**config.mk**
```make
export PLATFORM = sky130hd
export DESIGN_NAME = sorted_key_table
export DESIGN_NICKNAME = d
export VERILOG_FILES = /design/src/rtl/skt_pkg.sv /design/src/rtl/skt_ram.sv /design/src/rtl/sorted_key_table.sv
export SDC_FILE = /design/constraint.sdc
export NUM_CORES = 1
export LEC_CHECK = 0
export BUFFER_PORTS_ARGS = -buffer_cell sky130_fd_sc_hd__buf_2
export CORE_MARGIN = 10
export CORE_UTILIZATION = 55
export CTS_BUF_LIST = sky130_fd_sc_hd__clkbuf_4 sky130_fd_sc_hd__clkbuf_8
export CTS_CLUSTER_SIZE = 24
export DETAILED_ROUTE_END_ITERATION = 10
export MAX_ROUTING_LAYER = met4
export PLACE_DENSITY = 0.72
export SKIP_LAST_GASP = 1
export SYNTH_ARGS = -nofsm -noshare
export SYNTH_HDL_FRONTEND = slang
export SYNTH_SLANG_ARGS = --single-unit
```
**constraint.sdc**
```tcl
create_clock -name clk -period 8.33 [get_ports clk]
set_clock_uncertainty 0.05 [all_clocks]
set_input_delay 1.666 -clock clk [delete_from_list [all_inputs] [get_ports clk]]
set_output_delay 1.666 -clock clk [all_outputs]
set_load 0.05 [all_outputs]
```
**src/rtl/skt_pkg.sv**
```systemverilog
`default_nettype none

package skt_pkg;

  // Default sizes of the table
  localparam int TABLE_DEPTH_DEF = 16;
  localparam int DATE_BITS_DEF   = 32;
  localparam int ID_BITS_DEF     = 16;

  // Request codes
  localparam logic REQ_INSERT = 1'b0;
  localparam logic REQ_REMOVE = 1'b1;

  // Result status codes
  typedef enum logic [1:0] {
    STAT_OK        = 2'd0,
    STAT_FULL      = 2'd1,
    STAT_NOT_FOUND = 2'd2
  } skt_status_t;

  // Sequencer states
  typedef enum logic [3:0] {
    ST_IDLE,
    ST_INS_RD,
    ST_INS_CHK,
    ST_REM_RD,
    ST_REM_CHK,
    ST_SHF_RD,
    ST_SHF_WR,
    ST_HEAD_RD,
    ST_HEAD_CHK
  } skt_state_t;

endpackage

`default_nettype wire

```
**src/rtl/skt_ram.sv**
```systemverilog
`default_nettype none

module skt_ram #(
  parameter int DEPTH  = 16,
  parameter int ADDR_W = 4,
  parameter int WORD_W = 48
) (
  input  wire logic              clk,
  input  wire logic              we,
  input  wire logic [ADDR_W-1:0] waddr,
  input  wire logic [WORD_W-1:0] wdata,
  input  wire logic [ADDR_W-1:0] raddr,
  output      logic [WORD_W-1:0] rdata
);

  logic [WORD_W-1:0] mem [DEPTH];

  always_ff @(posedge clk) begin
    if (we) begin
      mem[waddr] <= wdata;
    end
  end

  always_ff @(posedge clk) begin
    rdata <= mem[raddr];
  end

endmodule

`default_nettype wire

```
**src/rtl/sorted_key_table.sv**
```systemverilog
// Sorted key table: holds up to TABLE_DEPTH (date, id) entries in ascending
// date order in a single-port-read, single-port-write RAM, walked one entry
// per step by a small sequencer. An insert moves every entry whose date is
// not less than the new one up by one slot, starting from the tail, and
// writes the new entry into the gap, so it lands ahead of equal dates. A
// remove scans from the head for the first matching id, then moves every
// later entry down by one slot. Each entry read is split into issuing the
// read and then using the registered read data. An insert into a full
// table goes straight to the head read. The in channel stalls from the
// accepting edge until the result is loaded, including any wait on a
// stalled earlier beat; the result beat sits in an output register, so the
// next request is taken while it waits. Every result beat reports the
// status, the removed date (zero unless a remove succeeded), the count
// after the request and the head entry (zero when the table is empty). The
// RAM needs no clearing after reset: slots at or above the count are never
// used, as the head read of an empty table is masked to zero.
`default_nettype none

module sorted_key_table import skt_pkg::*; #(
  parameter int TABLE_DEPTH = TABLE_DEPTH_DEF,
  parameter int DATE_BITS   = DATE_BITS_DEF,
  parameter int ID_BITS     = ID_BITS_DEF,
  localparam int CNT_W      = $clog2(TABLE_DEPTH + 1)
) (
  input  wire logic                 clk,
  input  wire logic                 rst,
  // request channel
  input  wire logic                 in_valid,
  output      logic                 in_stall,
  input  wire logic                 req_type,
  input  wire logic [DATE_BITS-1:0] key_date,
  input  wire logic [ID_BITS-1:0]   item_id,
  // result channel
  output      logic                 out_valid,
  input  wire logic                 out_stall,
  output      logic [1:0]           status,
  output      logic [DATE_BITS-1:0] removed_date,
  output      logic [CNT_W-1:0]     entry_count,
  output      logic                 head_valid,
  output      logic [DATE_BITS-1:0] head_date,
  output      logic [ID_BITS-1:0]   head_id
);

  localparam int IDX_W  = $clog2(TABLE_DEPTH);
  localparam int WORD_W = DATE_BITS + ID_BITS;

  skt_state_t state, state_next;

  // request context and table bookkeeping
  logic [CNT_W-1:0]     ptr, ptr_next;
  logic [CNT_W-1:0]     count, count_next;
  logic [DATE_BITS-1:0] req_date, req_date_next;
  logic [ID_BITS-1:0]   req_id, req_id_next;
  skt_status_t          req_stat, req_stat_next;
  logic [DATE_BITS-1:0] req_rdate, req_rdate_next;

  // RAM port
  logic              mem_we;
  logic [IDX_W-1:0]  mem_waddr;
  logic [WORD_W-1:0] mem_wdata;
  logic [IDX_W-1:0]  mem_raddr;
  logic [WORD_W-1:0] mem_rdata;

  logic [DATE_BITS-1:0] rd_date;
  logic [ID_BITS-1:0]   rd_id;
  logic                 in_accept;
  logic                 out_load;
  logic                 table_full;
  logic                 ptr_at_zero;
  logic                 ptr_at_count;
  logic                 ptr_last;

  assign rd_date = mem_rdata[WORD_W-1:ID_BITS];
  assign rd_id   = mem_rdata[ID_BITS-1:0];

  assign in_stall     = (state != ST_IDLE);
  assign in_accept    = in_valid && !in_stall;
  // hold the finished result while the previous beat is still stalled
  assign out_load     = (state == ST_HEAD_CHK) && !(out_valid && out_stall);
  assign table_full   = (count == CNT_W'(TABLE_DEPTH));
  assign ptr_at_zero  = (ptr == '0);
  assign ptr_at_count = (ptr == count);
  assign ptr_last     = ((ptr + CNT_W'(1)) == count);

  skt_ram #(
    .DEPTH  (TABLE_DEPTH),
    .ADDR_W (IDX_W),
    .WORD_W (WORD_W)
  ) u_ram (
    .clk   (clk),
    .we    (mem_we),
    .waddr (mem_waddr),
    .wdata (mem_wdata),
    .raddr (mem_raddr),
    .rdata (mem_rdata)
  );

  // Next state
  always_comb begin
    state_next = state;
    unique case (state)
      ST_IDLE: begin
        if (in_accept) begin
          if (req_type == REQ_REMOVE) begin
            state_next = ST_REM_RD;
          end else if (table_full) begin
            state_next = ST_HEAD_RD;
          end else begin
            state_next = ST_INS_RD;
          end
        end
      end
      ST_INS_RD:   state_next = ptr_at_zero ? ST_HEAD_RD : ST_INS_CHK;
      ST_INS_CHK:  state_next = (rd_date >= req_date) ? ST_INS_RD : ST_HEAD_RD;
      ST_REM_RD:   state_next = ptr_at_count ? ST_HEAD_RD : ST_REM_CHK;
      ST_REM_CHK:  state_next = (rd_id == req_id) ? ST_SHF_RD : ST_REM_RD;
      ST_SHF_RD:   state_next = ptr_last ? ST_HEAD_RD : ST_SHF_WR;
      ST_SHF_WR:   state_next = ST_SHF_RD;
      ST_HEAD_RD:  state_next = ST_HEAD_CHK;
      ST_HEAD_CHK: state_next = out_load ? ST_IDLE : ST_HEAD_CHK;
      default:     state_next = ST_IDLE;
    endcase
  end

  // Datapath and RAM control
  always_comb begin
    ptr_next       = ptr;
    count_next     = count;
    req_date_next  = req_date;
    req_id_next    = req_id;
    req_stat_next  = req_stat;
    req_rdate_next = req_rdate;
    mem_we         = 1'b0;
    mem_waddr      = ptr[IDX_W-1:0];
    mem_wdata      = {req_date, req_id};
    mem_raddr      = '0;
    unique case (state)
      ST_IDLE: begin
        if (in_accept) begin
          req_date_next  = key_date;
          req_id_next    = item_id;
          req_rdate_next = '0;
          req_stat_next  = STAT_OK;
          if (req_type == REQ_REMOVE) begin
            ptr_next = '0;
          end else begin
            // insert walks down from the tail slot
            ptr_next = count;
            if (table_full) begin
              req_stat_next = STAT_FULL;
            end
          end
        end
      end
      ST_INS_RD: begin
        if (ptr_at_zero) begin
          mem_we     = 1'b1;
          count_next = count + CNT_W'(1);
        end else begin
          mem_raddr = IDX_W'(ptr - CNT_W'(1));
        end
      end
      ST_INS_CHK: begin
        mem_we = 1'b1;
        if (rd_date >= req_date) begin
          // move the entry up one slot and keep walking
          mem_wdata = mem_rdata;
          ptr_next  = ptr - CNT_W'(1);
        end else begin
          count_next = count + CNT_W'(1);
        end
      end
      ST_REM_RD: begin
        if (ptr_at_count) begin
          req_stat_next = STAT_NOT_FOUND;
        end else begin
          mem_raddr = ptr[IDX_W-1:0];
        end
      end
      ST_REM_CHK: begin
        if (rd_id == req_id) begin
          req_rdate_next = rd_date;
        end else begin
          ptr_next = ptr + CNT_W'(1);
        end
      end
      ST_SHF_RD: begin
        if (ptr_last) begin
          count_next = count - CNT_W'(1);
        end else begin
          mem_raddr = IDX_W'(ptr + CNT_W'(1));
        end
      end
      ST_SHF_WR: begin
        // close the gap: move the next entry down one slot
        mem_we    = 1'b1;
        mem_wdata = mem_rdata;
        ptr_next  = ptr + CNT_W'(1);
      end
      ST_HEAD_RD,
      ST_HEAD_CHK: begin
        mem_raddr = '0;
      end
      default: begin
        mem_raddr = '0;
      end
    endcase
  end

  always_ff @(posedge clk) begin
    if (rst) begin
      state <= ST_IDLE;
      count <= '0;
    end else begin
      state <= state_next;
      count <= count_next;
    end
  end

  always_ff @(posedge clk) begin
    ptr       <= ptr_next;
    req_date  <= req_date_next;
    req_id    <= req_id_next;
    req_stat  <= req_stat_next;
    req_rdate <= req_rdate_next;
  end

  // Result register: load when done, drop after the beat is taken
  always_ff @(posedge clk) begin
    if (rst) begin
      out_valid <= 1'b0;
    end else if (out_load) begin
      out_valid <= 1'b1;
    end else if (out_valid && !out_stall) begin
      out_valid <= 1'b0;
    end
  end

  always_ff @(posedge clk) begin
    if (out_load) begin
      status       <= req_stat;
      removed_date <= req_rdate;
      entry_count  <= count;
      head_valid   <= (count != '0);
      head_date    <= (count != '0) ? rd_date : '0;
      head_id      <= (count != '0) ? rd_id : '0;
    end
  end

endmodule

`default_nettype wire

```
==> out/metrics.csv <==
metric;value;unit
CTS tree;built;
prevailing post-synth register cell;edfxtp_1;
number of synthesized flops with an enable pin;943;
Synth Area in Adders;1.32;%
# setup viols final;0;
Post-synth top cells;edfxtp_1 (943), nand3_1 (145), mux4_2 (135);
largest fanout on the critical path;109;
# port buffers;142;
setup ws final;3440;ps
worst r2r src;ptr[0]$_DFFE_PP_;
multi-input logic area;8960;um^2
dpl ws;3450;ps
outcome;complete, no violations;
PwrDens;359;nW/um^2
reg2reg end;u_ram.rdata[45]$_DFF_P_;
CTS Buffer Depth;3;
post-synth top area cell;edfxtp_1;
xor and xnor area share after synthesis;0.727;%
Ys Warns;0;
fin util;61.7;%
Iter 0 DRT Violations;1864;
Pre-antenna DRT Iters;5;
total gr overflow;0;
Design Power;0.0158;W
Routed WL per cell;27.2;um
clk root buf;clkbuf_8;
Post-CTS Resized;0;
Max Cap Viol;0;
met1 usage;29.2;%
GPL Wtd Cong;0.776;
DR vias;20000;
Avg Cell Area, Syn;19.9;um^2
WS Path Type;reg -> reg;
max-slew violation count;0;
vias in the first global route;20600;
Max IR drop VDD;307;uV
Hold Path Sink;removed_date[31]$_DFFE_PP_;
Critical Path AT;5490;ps
Tmin final;4890;ps
Yosys cell types;64;
starting density of the core;55.3;%
DRC Markers;0;
post-CTS setup buffers;0;
all-layer global routing usage;22.4;%
Hold Violations, Final;0;
clock latency on the worst-skew pair;810;ps
largest family of logic cells by synthesized area;multiplexers;
H-tree depth;4;
actual slew at the worst max-slew pin;1200;ps
hold buffers post-CTS;0;
final-layout fill cell count;4829;
gr busiest metal;met2;
Layout area overhead;11.6;%
FF+latch count, synth;1001;
first-pass GRT wire length;133;mm
Core ar.;71200;um^2
Async SR Flop Fraction;0;%
initial antenna violation count;4;
r2r setup slk;3440;ps
max_slew headroom;19.8;%
post-synthesis cell count;1981;
setup TNS;0;ps
layout cell share with drive strength beyond 1;28.7;%
Yosys top cell area share;71.9;%
Syn Std Cell Area;39400;um^2
post-synthesis simple-gate area fraction;6.11;%
Die ar.;82700;um^2
Clock Pin Slew Worst Setup and Hold Paths;60;ps
CP Launch Type;flop;
R2R depth;10;
Seq. cell area;29500;um^2
achievable frequency;205;MHz
total CTS buffers;155;
min-delay src;req_rdate[31]$_SDFFCE_PN0P_;
hpwl dp;44.4;mm
HP Class;reg -> reg;
post-route ant nets;0;
Die H;288;um
post-synthesis net count;2075;
Num Clock Sinks;1001;
most common cell in the netlist;edfxtp_1;
largest net degree at the start of global routing;110;
I/O pins;143;
Rows;98;
Die W;288;um
main area contributors after synthesis;edfxtp_1 (72%), mux4_2 (7.7%), mux4_1 (3.8%);
WP data required;8940;ps
post-synthesis sequential area ratio;74.8;%
met2 Resource Use GR;35.3;%
Setup crit end kind;flop;
LEAKAGE;14.9;nW
Synth Area in Compound Gates;1.28;%
vias per inst;6.09;
Final Cycle Share;58.6;%
Nets;2301;
Post-Route WL;89.4;mm
met3 Usage GRT;4.58;%
unrepaired setup endpoints after global routing;no;
post-synthesis mux area share;13.0;%
Worst Hold Path Cells;0;
-- layer usage --
layer  share of wire, %  routed length [um]  vias to the layer above
met5                  0                   0                        -
met4                2.1                1890                        0
met3                8.3                7450                      135
met2                 50               44500                      907
met1                 40               35600                    10500
li1                   -                   -                     8533
-- cell usage in the layout, fill, tap and decap left out, types with 24 or more instances in the layout --
cell type,n
nor2b_1,52
clkinv_1,25
mux4_1,57
mux2_2,52
buf_4,31
and3_1,34
inv_1,46
dfxtp_1,58
nand4_1,47
clkbuf_8,179
nor2_1,24
clkbuf_4,61
buf_2,142
ha_1,40
nand2_1,71
nand3_1,144
edfxtp_1,943
mux4_2,135
-- registers in the layout, summed over array words and instances, names as in the netlist, 4 cells and up --
name	count
removed_date	32
count	5
u_ram.rdata	48
entry_count	5
u_ram.mem	768
head_date	32
req_id	16
state	4
head_id	16
req_rdate	32
req_date	32
ptr	5
-- worst max path at each step --
stage | from | to | slack, ps | depth (start not counted)
3_5_place_dp | ptr[0]$_DFFE_PP_ | u_ram.rdata[20]$_DFF_P_ | 3450 | 10
6_report | ptr[0]$_DFFE_PP_ | u_ram.rdata[45]$_DFF_P_ | 3440 | 10
2_1_floorplan | out_stall | entry_count[0]$_DFFE_PP_ | 1780 | 1
3_3_place_gp | ptr[0]$_DFFE_PP_ | u_ram.rdata[20]$_DFF_P_ | 3500 | 10
4_1_cts | ptr[0]$_DFFE_PP_ | u_ram.rdata[20]$_DFF_P_ | 3430 | 10
5_1_grt | ptr[0]$_DFFE_PP_ | u_ram.rdata[20]$_DFF_P_ | 3160 | 10
-- worst max-delay path, cell delays in order (launching register included) --
cell and delay (ps):
edfxtp_1 570, ha_1 430, xor3_1 280, or3_1 410, or3_4 360, a221oi_4 250, buf_4 580, buf_12 610
mux4_1 670, nand3_1 100, nand4_1 150
-- power breakdown --
group | internal, W | total [W] | switching, W | leakage (nW)
logic | 0.00175 | 0.00463 | 0.00288 | 4.21
clock network | 0.00227 | 0.00412 | 0.00185 | 1.70
registers | 0.00669 | 0.00702 | 0.000338 | 9.04
-- stage by stage --
step	cell area [um^2]	hold slack (ps)	std cells
floorplan	39400	350	1981
global placement	40800	353	3000
detailed placement	40800	355	3000
CTS	44000	368	3287
global route	44000	378	3288
finish	44000	366	3288
-- cells by family (layout without fill, tap and decap cells) --
family | count (synthesis) | count (layout)
and+or+nand+nor | 439 | 439
AOI/OAI and AO/OA | 73 | 73
muxes | 245 | 245
adders and majority gates | 41 | 41
xor gates and xnor gates | 31 | 31
buffers and inverters | 151 | 507
DFF | 1001 | 1001
other | 0 | 1
-- final cells by class --
type,count,share of cell area [%]
clock buffers,240,6.64
multi-input cells,829,20.4
inverters,46,0.393
clock inverters,47,0.643
well taps,950,2.70
repair buffers,174,2.19
flip-flops and latches,1001,67.0
diodes,1,0.00569
(Power assumes the default switching activity.)
